**src/hdl/frsc_pkg.sv**
```systemverilog
package frsc_pkg;

    localparam int unsigned HDR_BYTES = 4;
    localparam int unsigned POS_W     = 11;

    localparam logic [7:0]       DELIM   = 8'h7E;
    localparam logic [POS_W-1:0] POS_MAX = 11'd2047;

    // Verdict codes; the per-frame status uses the first four
    localparam logic [2:0] VERD_ACCEPT = 3'd0;
    localparam logic [2:0] VERD_DROP   = 3'd1;
    localparam logic [2:0] VERD_AHEAD  = 3'd2;
    localparam logic [2:0] VERD_OLD    = 3'd3;
    localparam logic [2:0] VERD_BADSUM = 3'd4;

    localparam logic [1:0] REPLY_NONE = 2'd0;
    localparam logic [1:0] REPLY_ACK  = 2'd1;
    localparam logic [1:0] REPLY_NACK = 2'd2;

    localparam logic KIND_PAYLOAD = 1'b0;
    localparam logic KIND_VERDICT = 1'b1;

    // One queue entry: everything a single received byte causes
    typedef struct packed {
        logic       has_payload;
        logic       has_verdict;
        logic [7:0] payload_byte;
        logic [2:0] verdict;
        logic [1:0] reply_kind;
        logic [3:0] msg_type;
        logic [6:0] msg_size;
        logic [4:0] msg_seq;
    } t_entry;

endpackage

```
**src/hdl/frame_receiver_seq_check_top.sv**
```systemverilog
// Frame receiver with sequence check and XOR checksum.
// Input channel: one received byte per beat on i_rx_byte, with i_frame_end on
// the last byte of a frame and i_expecting_reply sampled on the first byte.
// A beat is taken when i_in_valid is high and o_in_stall is low.
// Output channel: o_item_kind 0 carries a payload byte with the header fields,
// o_item_kind 1 carries the frame verdict, reply and header fields, with
// o_is_last set. A beat is taken when o_out_valid is high and i_out_stall low.
// An accepted byte's result goes through the queue and then the output register.
// Throughput: one byte per cycle while o_in_stall is low. A frame's last payload
// byte, when it is also the end of the frame, gives two output beats; the single
// output register is the limit.
// The queue of QUEUE_DEPTH entries between the byte classifier and the output
// stage absorbs that and output stalls; o_in_stall rises only when it is full.
// Reset clears all per-frame state, sets the expected sequence to zero and
// empties the queue and the output register.
module frame_receiver_seq_check_top #(
    parameter int unsigned QUEUE_DEPTH = 4
) (
    input  logic       i_clk,
    input  logic       i_rst_n,
    input  logic       i_in_valid,
    output logic       o_in_stall,
    input  logic [7:0] i_rx_byte,
    input  logic       i_frame_end,
    input  logic       i_expecting_reply,
    output logic       o_out_valid,
    input  logic       i_out_stall,
    output logic       o_item_kind,
    output logic [7:0] o_payload_byte,
    output logic [2:0] o_verdict,
    output logic [1:0] o_reply_kind,
    output logic [3:0] o_msg_type,
    output logic [6:0] o_msg_size,
    output logic [4:0] o_msg_seq,
    output logic       o_is_last
);
    import frsc_pkg::*;

    logic   accept;
    logic   push;
    t_entry push_entry;
    logic   pop;
    t_entry head;
    logic   q_empty;
    logic   q_full;

    assign o_in_stall = q_full;
    assign accept     = i_in_valid && !q_full;

    frsc_front u_front (
        .i_clk             (i_clk),
        .i_rst_n           (i_rst_n),
        .i_accept          (accept),
        .i_rx_byte         (i_rx_byte),
        .i_frame_end       (i_frame_end),
        .i_expecting_reply (i_expecting_reply),
        .o_push            (push),
        .o_push_entry      (push_entry)
    );

    frsc_queue #(
        .DEPTH (QUEUE_DEPTH)
    ) u_queue (
        .i_clk        (i_clk),
        .i_rst_n      (i_rst_n),
        .i_push       (push),
        .i_push_entry (push_entry),
        .i_pop        (pop),
        .o_head       (head),
        .o_empty      (q_empty),
        .o_full       (q_full)
    );

    frsc_back u_back (
        .i_clk          (i_clk),
        .i_rst_n        (i_rst_n),
        .i_head         (head),
        .i_empty        (q_empty),
        .o_pop          (pop),
        .o_out_valid    (o_out_valid),
        .i_out_stall    (i_out_stall),
        .o_item_kind    (o_item_kind),
        .o_payload_byte (o_payload_byte),
        .o_verdict      (o_verdict),
        .o_reply_kind   (o_reply_kind),
        .o_msg_type     (o_msg_type),
        .o_msg_size     (o_msg_size),
        .o_msg_seq      (o_msg_seq),
        .o_is_last      (o_is_last)
    );

endmodule

```
**src/hdl/frsc_front.sv**
```systemverilog
module frsc_front (
    input  logic            i_clk,
    input  logic            i_rst_n,
    input  logic            i_accept,
    input  logic [7:0]      i_rx_byte,
    input  logic            i_frame_end,
    input  logic            i_expecting_reply,
    output logic            o_push,
    output frsc_pkg::t_entry o_push_entry
);
    import frsc_pkg::*;

    logic [POS_W-1:0] r_pos, n_pos;
    logic [31:0]      r_hdr, n_hdr;
    logic [7:0]       r_xor, n_xor;
    logic [4:0]       r_exp_seq, n_exp_seq;
    logic [2:0]       r_status, n_status;
    logic             r_latch, n_latch;

    logic [31:0]      hdr_cur;
    logic [7:0]       xor_cur;
    logic [2:0]       status_cur;
    logic             latch_cur;
    logic [POS_W-1:0] pos_inc;
    logic [POS_W-1:0] size_end;
    logic [4:0]       seq_dist;
    logic [2:0]       verdict;
    logic [1:0]       reply;
    logic             pl_out;

    // Size field sits in the same place once the header is in
    assign size_end = POS_W'({4'b0, hdr_cur[14:8]}) + POS_W'(HDR_BYTES);
    assign seq_dist = hdr_cur[19:15] - r_exp_seq;

    always_comb begin
        hdr_cur    = r_hdr;
        xor_cur    = r_xor;
        status_cur = r_status;
        latch_cur  = r_latch;
        pl_out     = 1'b0;
        verdict    = VERD_ACCEPT;
        reply      = REPLY_NONE;
        pos_inc    = (r_pos < POS_MAX) ? r_pos + POS_W'(1) : r_pos;

        if (r_pos == '0) begin
            latch_cur = i_expecting_reply;
        end

        if (r_pos < POS_W'(HDR_BYTES)) begin
            unique case (r_pos[1:0])
                2'd0: hdr_cur[7:0]   = i_rx_byte;
                2'd1: hdr_cur[15:8]  = i_rx_byte;
                2'd2: hdr_cur[23:16] = i_rx_byte;
                2'd3: hdr_cur[31:24] = i_rx_byte;
                default: hdr_cur = r_hdr;
            endcase
            if (r_pos[1:0] == 2'd3) begin
                if (hdr_cur[7:0] != DELIM) begin
                    status_cur = VERD_DROP;
                end else if (seq_dist == '0) begin
                    status_cur = VERD_ACCEPT;
                end else if (!seq_dist[4]) begin
                    status_cur = VERD_AHEAD;
                end else begin
                    status_cur = VERD_OLD;
                end
                xor_cur = DELIM ^ {1'b0, hdr_cur[14:8]} ^ {3'b0, hdr_cur[19:15]}
                        ^ {4'b0, hdr_cur[23:20]};
            end
        end else if (r_status == VERD_ACCEPT && r_pos < size_end) begin
            xor_cur = r_xor ^ i_rx_byte;
            pl_out  = 1'b1;
        end

        if (pos_inc < POS_W'(HDR_BYTES)) begin
            verdict = VERD_DROP;
        end else if (status_cur != VERD_ACCEPT) begin
            verdict = status_cur;
        end else if (pos_inc < size_end || xor_cur != hdr_cur[31:24]) begin
            verdict = VERD_BADSUM;
        end else begin
            verdict = VERD_ACCEPT;
        end

        unique case (verdict)
            VERD_ACCEPT: reply = latch_cur ? REPLY_NONE : REPLY_ACK;
            VERD_AHEAD:  reply = latch_cur ? REPLY_NONE : REPLY_NACK;
            VERD_OLD:    reply = REPLY_ACK;
            VERD_BADSUM: reply = latch_cur ? REPLY_NONE : REPLY_NACK;
            default:     reply = REPLY_NONE;
        endcase
    end

    always_comb begin
        o_push_entry              = '0;
        o_push_entry.has_payload  = pl_out;
        o_push_entry.has_verdict  = i_frame_end;
        o_push_entry.payload_byte = i_rx_byte;
        o_push_entry.verdict      = i_frame_end ? verdict : VERD_ACCEPT;
        o_push_entry.reply_kind   = i_frame_end ? reply : REPLY_NONE;
        // A frame too short for a header reports empty fields
        if (!(i_frame_end && pos_inc < POS_W'(HDR_BYTES))) begin
            o_push_entry.msg_type = hdr_cur[23:20];
            o_push_entry.msg_size = hdr_cur[14:8];
            o_push_entry.msg_seq  = hdr_cur[19:15];
        end
    end

    assign o_push = i_accept && (pl_out || i_frame_end);

    always_comb begin
        n_pos     = r_pos;
        n_hdr     = r_hdr;
        n_xor     = r_xor;
        n_status  = r_status;
        n_latch   = r_latch;
        n_exp_seq = r_exp_seq;
        if (i_accept) begin
            if (i_frame_end) begin
                // clear per-frame state; the expected sequence advances only on an accepted frame
                n_pos    = '0;
                n_hdr    = '0;
                n_xor    = '0;
                n_status = VERD_ACCEPT;
                n_latch  = 1'b0;
                if (verdict == VERD_ACCEPT) begin
                    n_exp_seq = r_exp_seq + 5'd1;
                end
            end else begin
                n_pos    = pos_inc;
                n_hdr    = hdr_cur;
                n_xor    = xor_cur;
                n_status = status_cur;
                n_latch  = latch_cur;
            end
        end
    end

    always_ff @(posedge i_clk) begin
        if (!i_rst_n) begin
            r_pos     <= '0;
            r_hdr     <= '0;
            r_xor     <= '0;
            r_status  <= VERD_ACCEPT;
            r_latch   <= 1'b0;
            r_exp_seq <= '0;
        end else begin
            r_pos     <= n_pos;
            r_hdr     <= n_hdr;
            r_xor     <= n_xor;
            r_status  <= n_status;
            r_latch   <= n_latch;
            r_exp_seq <= n_exp_seq;
        end
    end

    a_seq_moves_on_accept: assert property (@(posedge i_clk) disable iff (!i_rst_n)
        ($past(i_rst_n) && !$stable(r_exp_seq)) |->
            $past(o_push && o_push_entry.has_verdict && o_push_entry.verdict == VERD_ACCEPT))
        else $error("expected sequence moved without an accepted frame");

    a_payload_after_header: assert property (@(posedge i_clk) disable iff (!i_rst_n)
        (o_push && o_push_entry.has_payload) |-> (r_pos >= POS_W'(HDR_BYTES)
            && r_status == VERD_ACCEPT))
        else $error("payload beat issued inside header or for a rejected frame");

    a_status_clean_at_start: assert property (@(posedge i_clk) disable iff (!i_rst_n)
        (r_pos == '0) |-> (r_status == VERD_ACCEPT && r_hdr == '0 && r_xor == '0))
        else $error("per-frame state not cleared at frame start");

endmodule

```
**src/hdl/frsc_queue.sv**
```systemverilog
module frsc_queue #(
    parameter int unsigned DEPTH = 4
) (
    input  logic             i_clk,
    input  logic             i_rst_n,
    input  logic             i_push,
    input  frsc_pkg::t_entry i_push_entry,
    input  logic             i_pop,
    output frsc_pkg::t_entry o_head,
    output logic             o_empty,
    output logic             o_full
);
    import frsc_pkg::*;

    localparam int unsigned PTR_W = $clog2(DEPTH);
    localparam int unsigned CNT_W = $clog2(DEPTH + 1);

    t_entry           r_slot [DEPTH];
    logic [PTR_W-1:0] r_wr_ptr, n_wr_ptr;
    logic [PTR_W-1:0] r_rd_ptr, n_rd_ptr;
    logic [CNT_W-1:0] r_count, n_count;
    logic             do_push;
    logic             do_pop;

    assign o_empty = (r_count == '0);
    assign o_full  = (r_count == CNT_W'(DEPTH));
    assign o_head  = r_slot[r_rd_ptr];
    assign do_push = i_push && !o_full;
    assign do_pop  = i_pop && !o_empty;

    always_comb begin
        n_wr_ptr = r_wr_ptr;
        n_rd_ptr = r_rd_ptr;
        n_count  = r_count;
        if (do_push) begin
            n_wr_ptr = (r_wr_ptr == PTR_W'(DEPTH - 1)) ? '0 : r_wr_ptr + PTR_W'(1);
        end
        if (do_pop) begin
            n_rd_ptr = (r_rd_ptr == PTR_W'(DEPTH - 1)) ? '0 : r_rd_ptr + PTR_W'(1);
        end
        if (do_push && !do_pop) begin
            n_count = r_count + CNT_W'(1);
        end else if (do_pop && !do_push) begin
            n_count = r_count - CNT_W'(1);
        end
    end

    always_ff @(posedge i_clk) begin
        if (do_push) begin
            r_slot[r_wr_ptr] <= i_push_entry;
        end
    end

    always_ff @(posedge i_clk) begin
        if (!i_rst_n) begin
            r_wr_ptr <= '0;
            r_rd_ptr <= '0;
            r_count  <= '0;
        end else begin
            r_wr_ptr <= n_wr_ptr;
            r_rd_ptr <= n_rd_ptr;
            r_count  <= n_count;
        end
    end

    a_no_push_when_full: assert property (@(posedge i_clk) disable iff (!i_rst_n)
        i_push |-> !o_full)
        else $error("entry pushed into a full queue");

    a_no_pop_when_empty: assert property (@(posedge i_clk) disable iff (!i_rst_n)
        i_pop |-> !o_empty)
        else $error("entry popped from an empty queue");

    a_count_bounded: assert property (@(posedge i_clk) disable iff (!i_rst_n)
        r_count <= CNT_W'(DEPTH))
        else $error("queue count beyond depth");

endmodule

```
**src/hdl/frsc_back.sv**
```systemverilog
module frsc_back (
    input  logic             i_clk,
    input  logic             i_rst_n,
    input  frsc_pkg::t_entry i_head,
    input  logic             i_empty,
    output logic             o_pop,
    output logic             o_out_valid,
    input  logic             i_out_stall,
    output logic             o_item_kind,
    output logic [7:0]       o_payload_byte,
    output logic [2:0]       o_verdict,
    output logic [1:0]       o_reply_kind,
    output logic [3:0]       o_msg_type,
    output logic [6:0]       o_msg_size,
    output logic [4:0]       o_msg_seq,
    output logic             o_is_last
);
    import frsc_pkg::*;

    logic       r_valid;
    logic       r_kind;
    logic [7:0] r_payload;
    logic [2:0] r_verdict;
    logic [1:0] r_reply;
    logic [3:0] r_type;
    logic [6:0] r_size;
    logic [4:0] r_seq;
    logic       r_pend_valid;
    logic [2:0] r_pend_verdict;
    logic [1:0] r_pend_reply;
    logic       out_free;

    assign out_free = !r_valid || !i_out_stall;
    // A pending verdict goes out before the next entry is taken
    assign o_pop    = out_free && !r_pend_valid && !i_empty;

    always_ff @(posedge i_clk) begin
        if (!i_rst_n) begin
            r_valid      <= 1'b0;
            r_pend_valid <= 1'b0;
        end else if (out_free) begin
            if (r_pend_valid) begin
                r_valid      <= 1'b1;
                r_pend_valid <= 1'b0;
            end else if (!i_empty) begin
                r_valid      <= 1'b1;
                r_pend_valid <= i_head.has_payload && i_head.has_verdict;
            end else begin
                r_valid <= 1'b0;
            end
        end
    end

    always_ff @(posedge i_clk) begin
        if (out_free) begin
            if (r_pend_valid) begin
                // header fields stay from the payload beat just taken
                r_kind    <= KIND_VERDICT;
                r_payload <= '0;
                r_verdict <= r_pend_verdict;
                r_reply   <= r_pend_reply;
            end else if (!i_empty) begin
                r_type <= i_head.msg_type;
                r_size <= i_head.msg_size;
                r_seq  <= i_head.msg_seq;
                if (i_head.has_payload) begin
                    r_kind    <= KIND_PAYLOAD;
                    r_payload <= i_head.payload_byte;
                    r_verdict <= VERD_ACCEPT;
                    r_reply   <= REPLY_NONE;
                end else begin
                    r_kind    <= KIND_VERDICT;
                    r_payload <= '0;
                    r_verdict <= i_head.verdict;
                    r_reply   <= i_head.reply_kind;
                end
                r_pend_verdict <= i_head.verdict;
                r_pend_reply   <= i_head.reply_kind;
            end
        end
    end

    assign o_out_valid    = r_valid;
    assign o_item_kind    = r_kind;
    assign o_payload_byte = r_payload;
    assign o_verdict      = r_verdict;
    assign o_reply_kind   = r_reply;
    assign o_msg_type     = r_type;
    assign o_msg_size     = r_size;
    assign o_msg_seq      = r_seq;
    assign o_is_last      = (r_kind == KIND_VERDICT);

    a_pend_behind_payload: assert property (@(posedge i_clk) disable iff (!i_rst_n)
        r_pend_valid |-> (r_valid && r_kind == KIND_PAYLOAD))
        else $error("pending verdict without a payload beat in front");

    a_verdict_follows: assert property (@(posedge i_clk) disable iff (!i_rst_n)
        (r_valid && !i_out_stall && r_pend_valid) |=> (r_valid && r_kind == KIND_VERDICT))
        else $error("verdict did not follow its payload beat");

    a_no_pop_while_pending: assert property (@(posedge i_clk) disable iff (!i_rst_n)
        r_pend_valid |-> !o_pop)
        else $error("entry taken while a verdict is pending");

endmodule

```
**config.mk**
```make
export PLATFORM = sky130hd
export DESIGN_NAME = frame_receiver_seq_check_top
export DESIGN_NICKNAME = d
export VERILOG_FILES = /design/src/hdl/frsc_pkg.sv /design/src/hdl/frame_receiver_seq_check_top.sv /design/src/hdl/frsc_front.sv /design/src/hdl/frsc_queue.sv /design/src/hdl/frsc_back.sv
export SDC_FILE = /design/constraint.sdc
export NUM_CORES = 1
export LEC_CHECK = 0
export BUFFER_PORTS_ARGS = -buffer_cell sky130_fd_sc_hd__buf_2
export CORE_MARGIN = 4
export CORE_UTILIZATION = 45
export DETAILED_ROUTE_END_ITERATION = 8
export GPL_TIMING_DRIVEN = 0
export PLACE_DENSITY = 0.65
export SYNTH_ARGS = -nofsm -noshare
export SYNTH_HDL_FRONTEND = slang
export SYNTH_SLANG_ARGS = --single-unit
```
**constraint.sdc**
```tcl
create_clock -name i_clk -period 5.8 [get_ports i_clk]
set_clock_uncertainty 0.1 [all_clocks]
set_input_delay 0.87 -clock i_clk [delete_from_list [all_inputs] [get_ports i_clk]]
set_output_delay 0.87 -clock i_clk [all_outputs]
set_load 0.02 [all_outputs]
```
==> results.json <==
{
  "status": "finished, final reports clean",
  "cts.clk_slew.worst_paths_ns": 0.06,
  "fin_total_pwr_uw": 4731,
  "pre_cts_ws_ns": -0.8895,
  "crit_type": "reg -> reg",
  "antenna_found_initial": 0,
  "syn-instance-count": 948,
  "grt_max_degree": 32,
  "start_kind": "register",
  "cap_violations": 0,
  "wl_per_cell_um": 21.09,
  "cp_max_fo": 10,
  "fp-row-count": 57,
  "ioPinCount": 47,
  "place_area_um2": 11850,
  "leakage_uw": 0.004459,
  "area_delta_synth_final_pct": 13.72,
  "start_util_pct": 45.91,
  "rrSetupSlack_ns": 0.30,
  "report.final.slew_viol_count": 0,
  "ys.flop_type": "edfxtp_1",
  "end_kind": "register",
  "ant_nets": 0,
  "r2r_start": "u_front.r_pos[1]",
  "grt_pass1_vias": 7618,
  "fillers": 2162,
  "p_per_area_nw_per_um2": 371.5,
  "routed_via_density": 5.854,
  "die_x_um": 165.7,
  "drt_iter0_drc": 822,
  "fmax_mhz": 181.9,
  "die_area_um2": 27470,
  "fin_cells": 1366,
  "setup_viol": 0,
  "postRouteWirelength_um": 28810,
  "min_delay_worst_endpoint": "u_front.r_xor[6]",
  "synth_seq_area_share_pct": 55.34,
  "synth_cell_type_count": 70,
  "h-tree-depth": 1,
  "placedCellCount": 1318,
  "yosys_register_bits": 230,
  "grt.busiest_layer": "met2",
  "synth_edf_count": 159,
  "clock_latency_ns": 0.53,
  "hp-class": "reg -> reg",
  "drc": 0,
  "critPathArrivalTime_ns": 5.70,
  "use_met3_pct": 3.118,
  "stdcell_area_um2": 12730,
  "fin_crit_sh_pct": 94.78,
  "rr_endpoint": "u_queue.r_slot[1][17]",
  "grt-ovfl-total": 0,
  "port_buffers": 45,
  "synth_warnings": 0,
  "vias": 7996,
  "synthArstFlopShare_pct": 0,
  "syn_nets": 988,
  "cts.sinks": 230,
  "hp-start": "u_front.r_xor[6]",
  "cts_tree": "built",
  "fin_nets": 1064,
  "grt_pass1_wl_um": 44560,
  "period_needed_ns": 5.497,
  "final_util_pct": 52.21,
  "cts-root-buf": "clkbuf_16",
  "worstRegToRegCells": 21,
  "die-height_um": 165.7,
  "clock_path_buffers": 3,
  "first_pass_iters": 6,
  "drive_gt1_share_pct": 14.88,
  "use_met1_pct": 27.92,
  "gp_congestion": 0.9836,
  "groute.usage.overall_pct": 20.36,
  "avgSynthCellArea_um2": 11.81,
  "final.setup.worst_slack_ns": 0.3026,
  "slew_headroom_pct": 17.38,
  "dpl.hpwl_um": 20150,
  "antennaDiodeCount": 0,
  "numCtsBuffers": 24,
  "grt_use_met2_pct": 33.86,
  "core_um2": 24390,
  "crit_required_ns": 6.00,
  "netlist_area_um2": 11200,
  "final_common_cell": "edfxtp_1",
  "min_path_cells": 2,
  "finalHoldViolCount": 0,
  "layout_common_cells": "159 x edfxtp_1, 70 x dfxtp_1, 63 x nand2_1",
  "worst_pin_slew_ns": 1.239,
  "vdd.ir_drop.worst_mv": 0.2747
}
## worst max-delay path by stage
stage	depth (start not counted)	end	slack, ns	start
5_1_grt	21	u_queue.r_slot[1][17]	-0.009	u_front.r_pos[1]
6_report	21	u_queue.r_slot[1][17]	0.30	u_front.r_pos[1]
4_1_cts	20	u_queue.r_slot[0][16]	0.003	u_front.r_pos[0]
3_5_place_dp	17	u_queue.r_slot[1][17]	-0.89	u_front.r_pos[0]
3_3_place_gp	17	u_queue.r_slot[0][17]	-0.91	u_front.r_pos[0]
2_1_floorplan	19	u_queue.r_slot[0][17]	0.76	u_front.r_pos[2]
## stage by stage
step                      hold WS [ns]  setup TNS (ns)
after floorplan                 0.3572               0
final                           0.3997               0
after global placement          0.3769         -102.36
after CTS                       0.3974               0
after global routing            0.4256        -0.03184
after detailed placement        0.3881          -31.30
## report_power, final
group	internal, µW	leakage [µW]	switching [µW]	total, µW
Clock	828	0.000367	652	1480
Combinational	427	0.00200	725	1150
Sequential	2030	0.00209	65.9	2100
## cell families after synthesis
logic type,count (synthesis),synth area share (%)
simple gates,314,15.41
compound gates,181,10.82
buf+inv,95,3.330
flops,230,55.34
xor+xnor,32,2.503
mux,69,9.543
fa+ha+maj,27,3.062
## synth_stat cells, types with 4 or more instances
library cell	number	area, µm²
mux4_2	30	675.7
a22oi_1	32	240.2
xnor2_1	20	175.2
edfxtp_1	159	4775
o21ai_0	37	185.2
and2_1	21	131.4
o2bb2ai_1	4	35.03
dfxtp_1	71	1421
nor2_1	45	168.9
inv_1	27	101.4
xor2_1	12	105.1
clkbuf_1	59	221.5
a211oi_1	8	60.06
nor4_1	9	56.30
nand3_1	24	120.1
ha_1	25	312.8
a31oi_1	6	37.54
nand4_1	19	118.9
a21oi_1	36	180.2
a21boi_0	9	67.56
and3_1	21	131.4
mux2i_1	37	370.4
nor3_1	14	70.07
nand2b_1	11	68.82
or3_1	8	50.05
o211ai_1	5	37.54
nor2b_1	55	344.1
o21a_1	8	60.06
nand2_1	63	236.5
## repair_timing
action / in CTS / in global routing
pin swaps: 0 / 2
buffers inserted: 0 / 4
resized for setup: 9 / 14
cloned: 0 / 0
hold buffers: 0 / 0
setup endpoints to repair: 143 / 142
## state kept, by name (all words and copies together), names as in the netlist, 2 cells and up, named ones only
signal and cells:
u_queue.r_slot 124, u_front.r_hdr 32, u_front.r_pos 11, u_back.o_payload_byte 8
u_front.r_xor 8, u_back.o_msg_size 7, u_back.o_msg_seq 5, u_front.r_exp_seq 5
u_back.o_msg_type 4, u_back.o_verdict 3, u_back.r_pend_verdict 3, u_front.r_status 3
u_queue.r_count 3, u_back.o_reply_kind 2, u_back.r_pend_reply 2, u_queue.r_rd_ptr 2
u_queue.r_wr_ptr 2
## routing by layer
metal | share of wire, % | vias to the layer above
li1 | - | 3708
met1 | 42 | 3883
met2 | 47 | 322
met3 | 7.1 | 83
met4 | 3.7 | 0
met5 | 0 | -
## cell type report
cell class	instances	area, µm²	share of cell area, %
Sequential cell	230	6197	48.67
Inverter	27	105.1	0.8254
Clock buffer	29	629.4	4.943
Clock inverter	15	127.6	1.002
Multi-Input combinational cell	623	4720	37.06
Tap cell	324	405.4	3.184
Buffer	68	279.0	2.191
Timing Repair Buffer	50	270.3	2.122
## worst max-delay path: stages (launching register included)
cell	delay (ns)
dfxtp_1	0.41
inv_1	0.12
ha_1	0.14
clkbuf_4	0.22
clkinvlp_4	0.19
nor4_4	0.38
buf_4	0.26
mux2i_2	0.32
inv_1	0.12
ha_1	0.22
nor4_2	0.28
nand2_1	0.09
o221ai_1	0.18
o22ai_1	0.13
clkbuf_2	0.24
a21oi_4	0.33
a21oi_1	0.16
o21a_1	0.23
o211ai_1	0.36
nor3_2	0.16
and3_1	0.24
a2111oi_4	0.38
(Power assumes the default switching activity.)
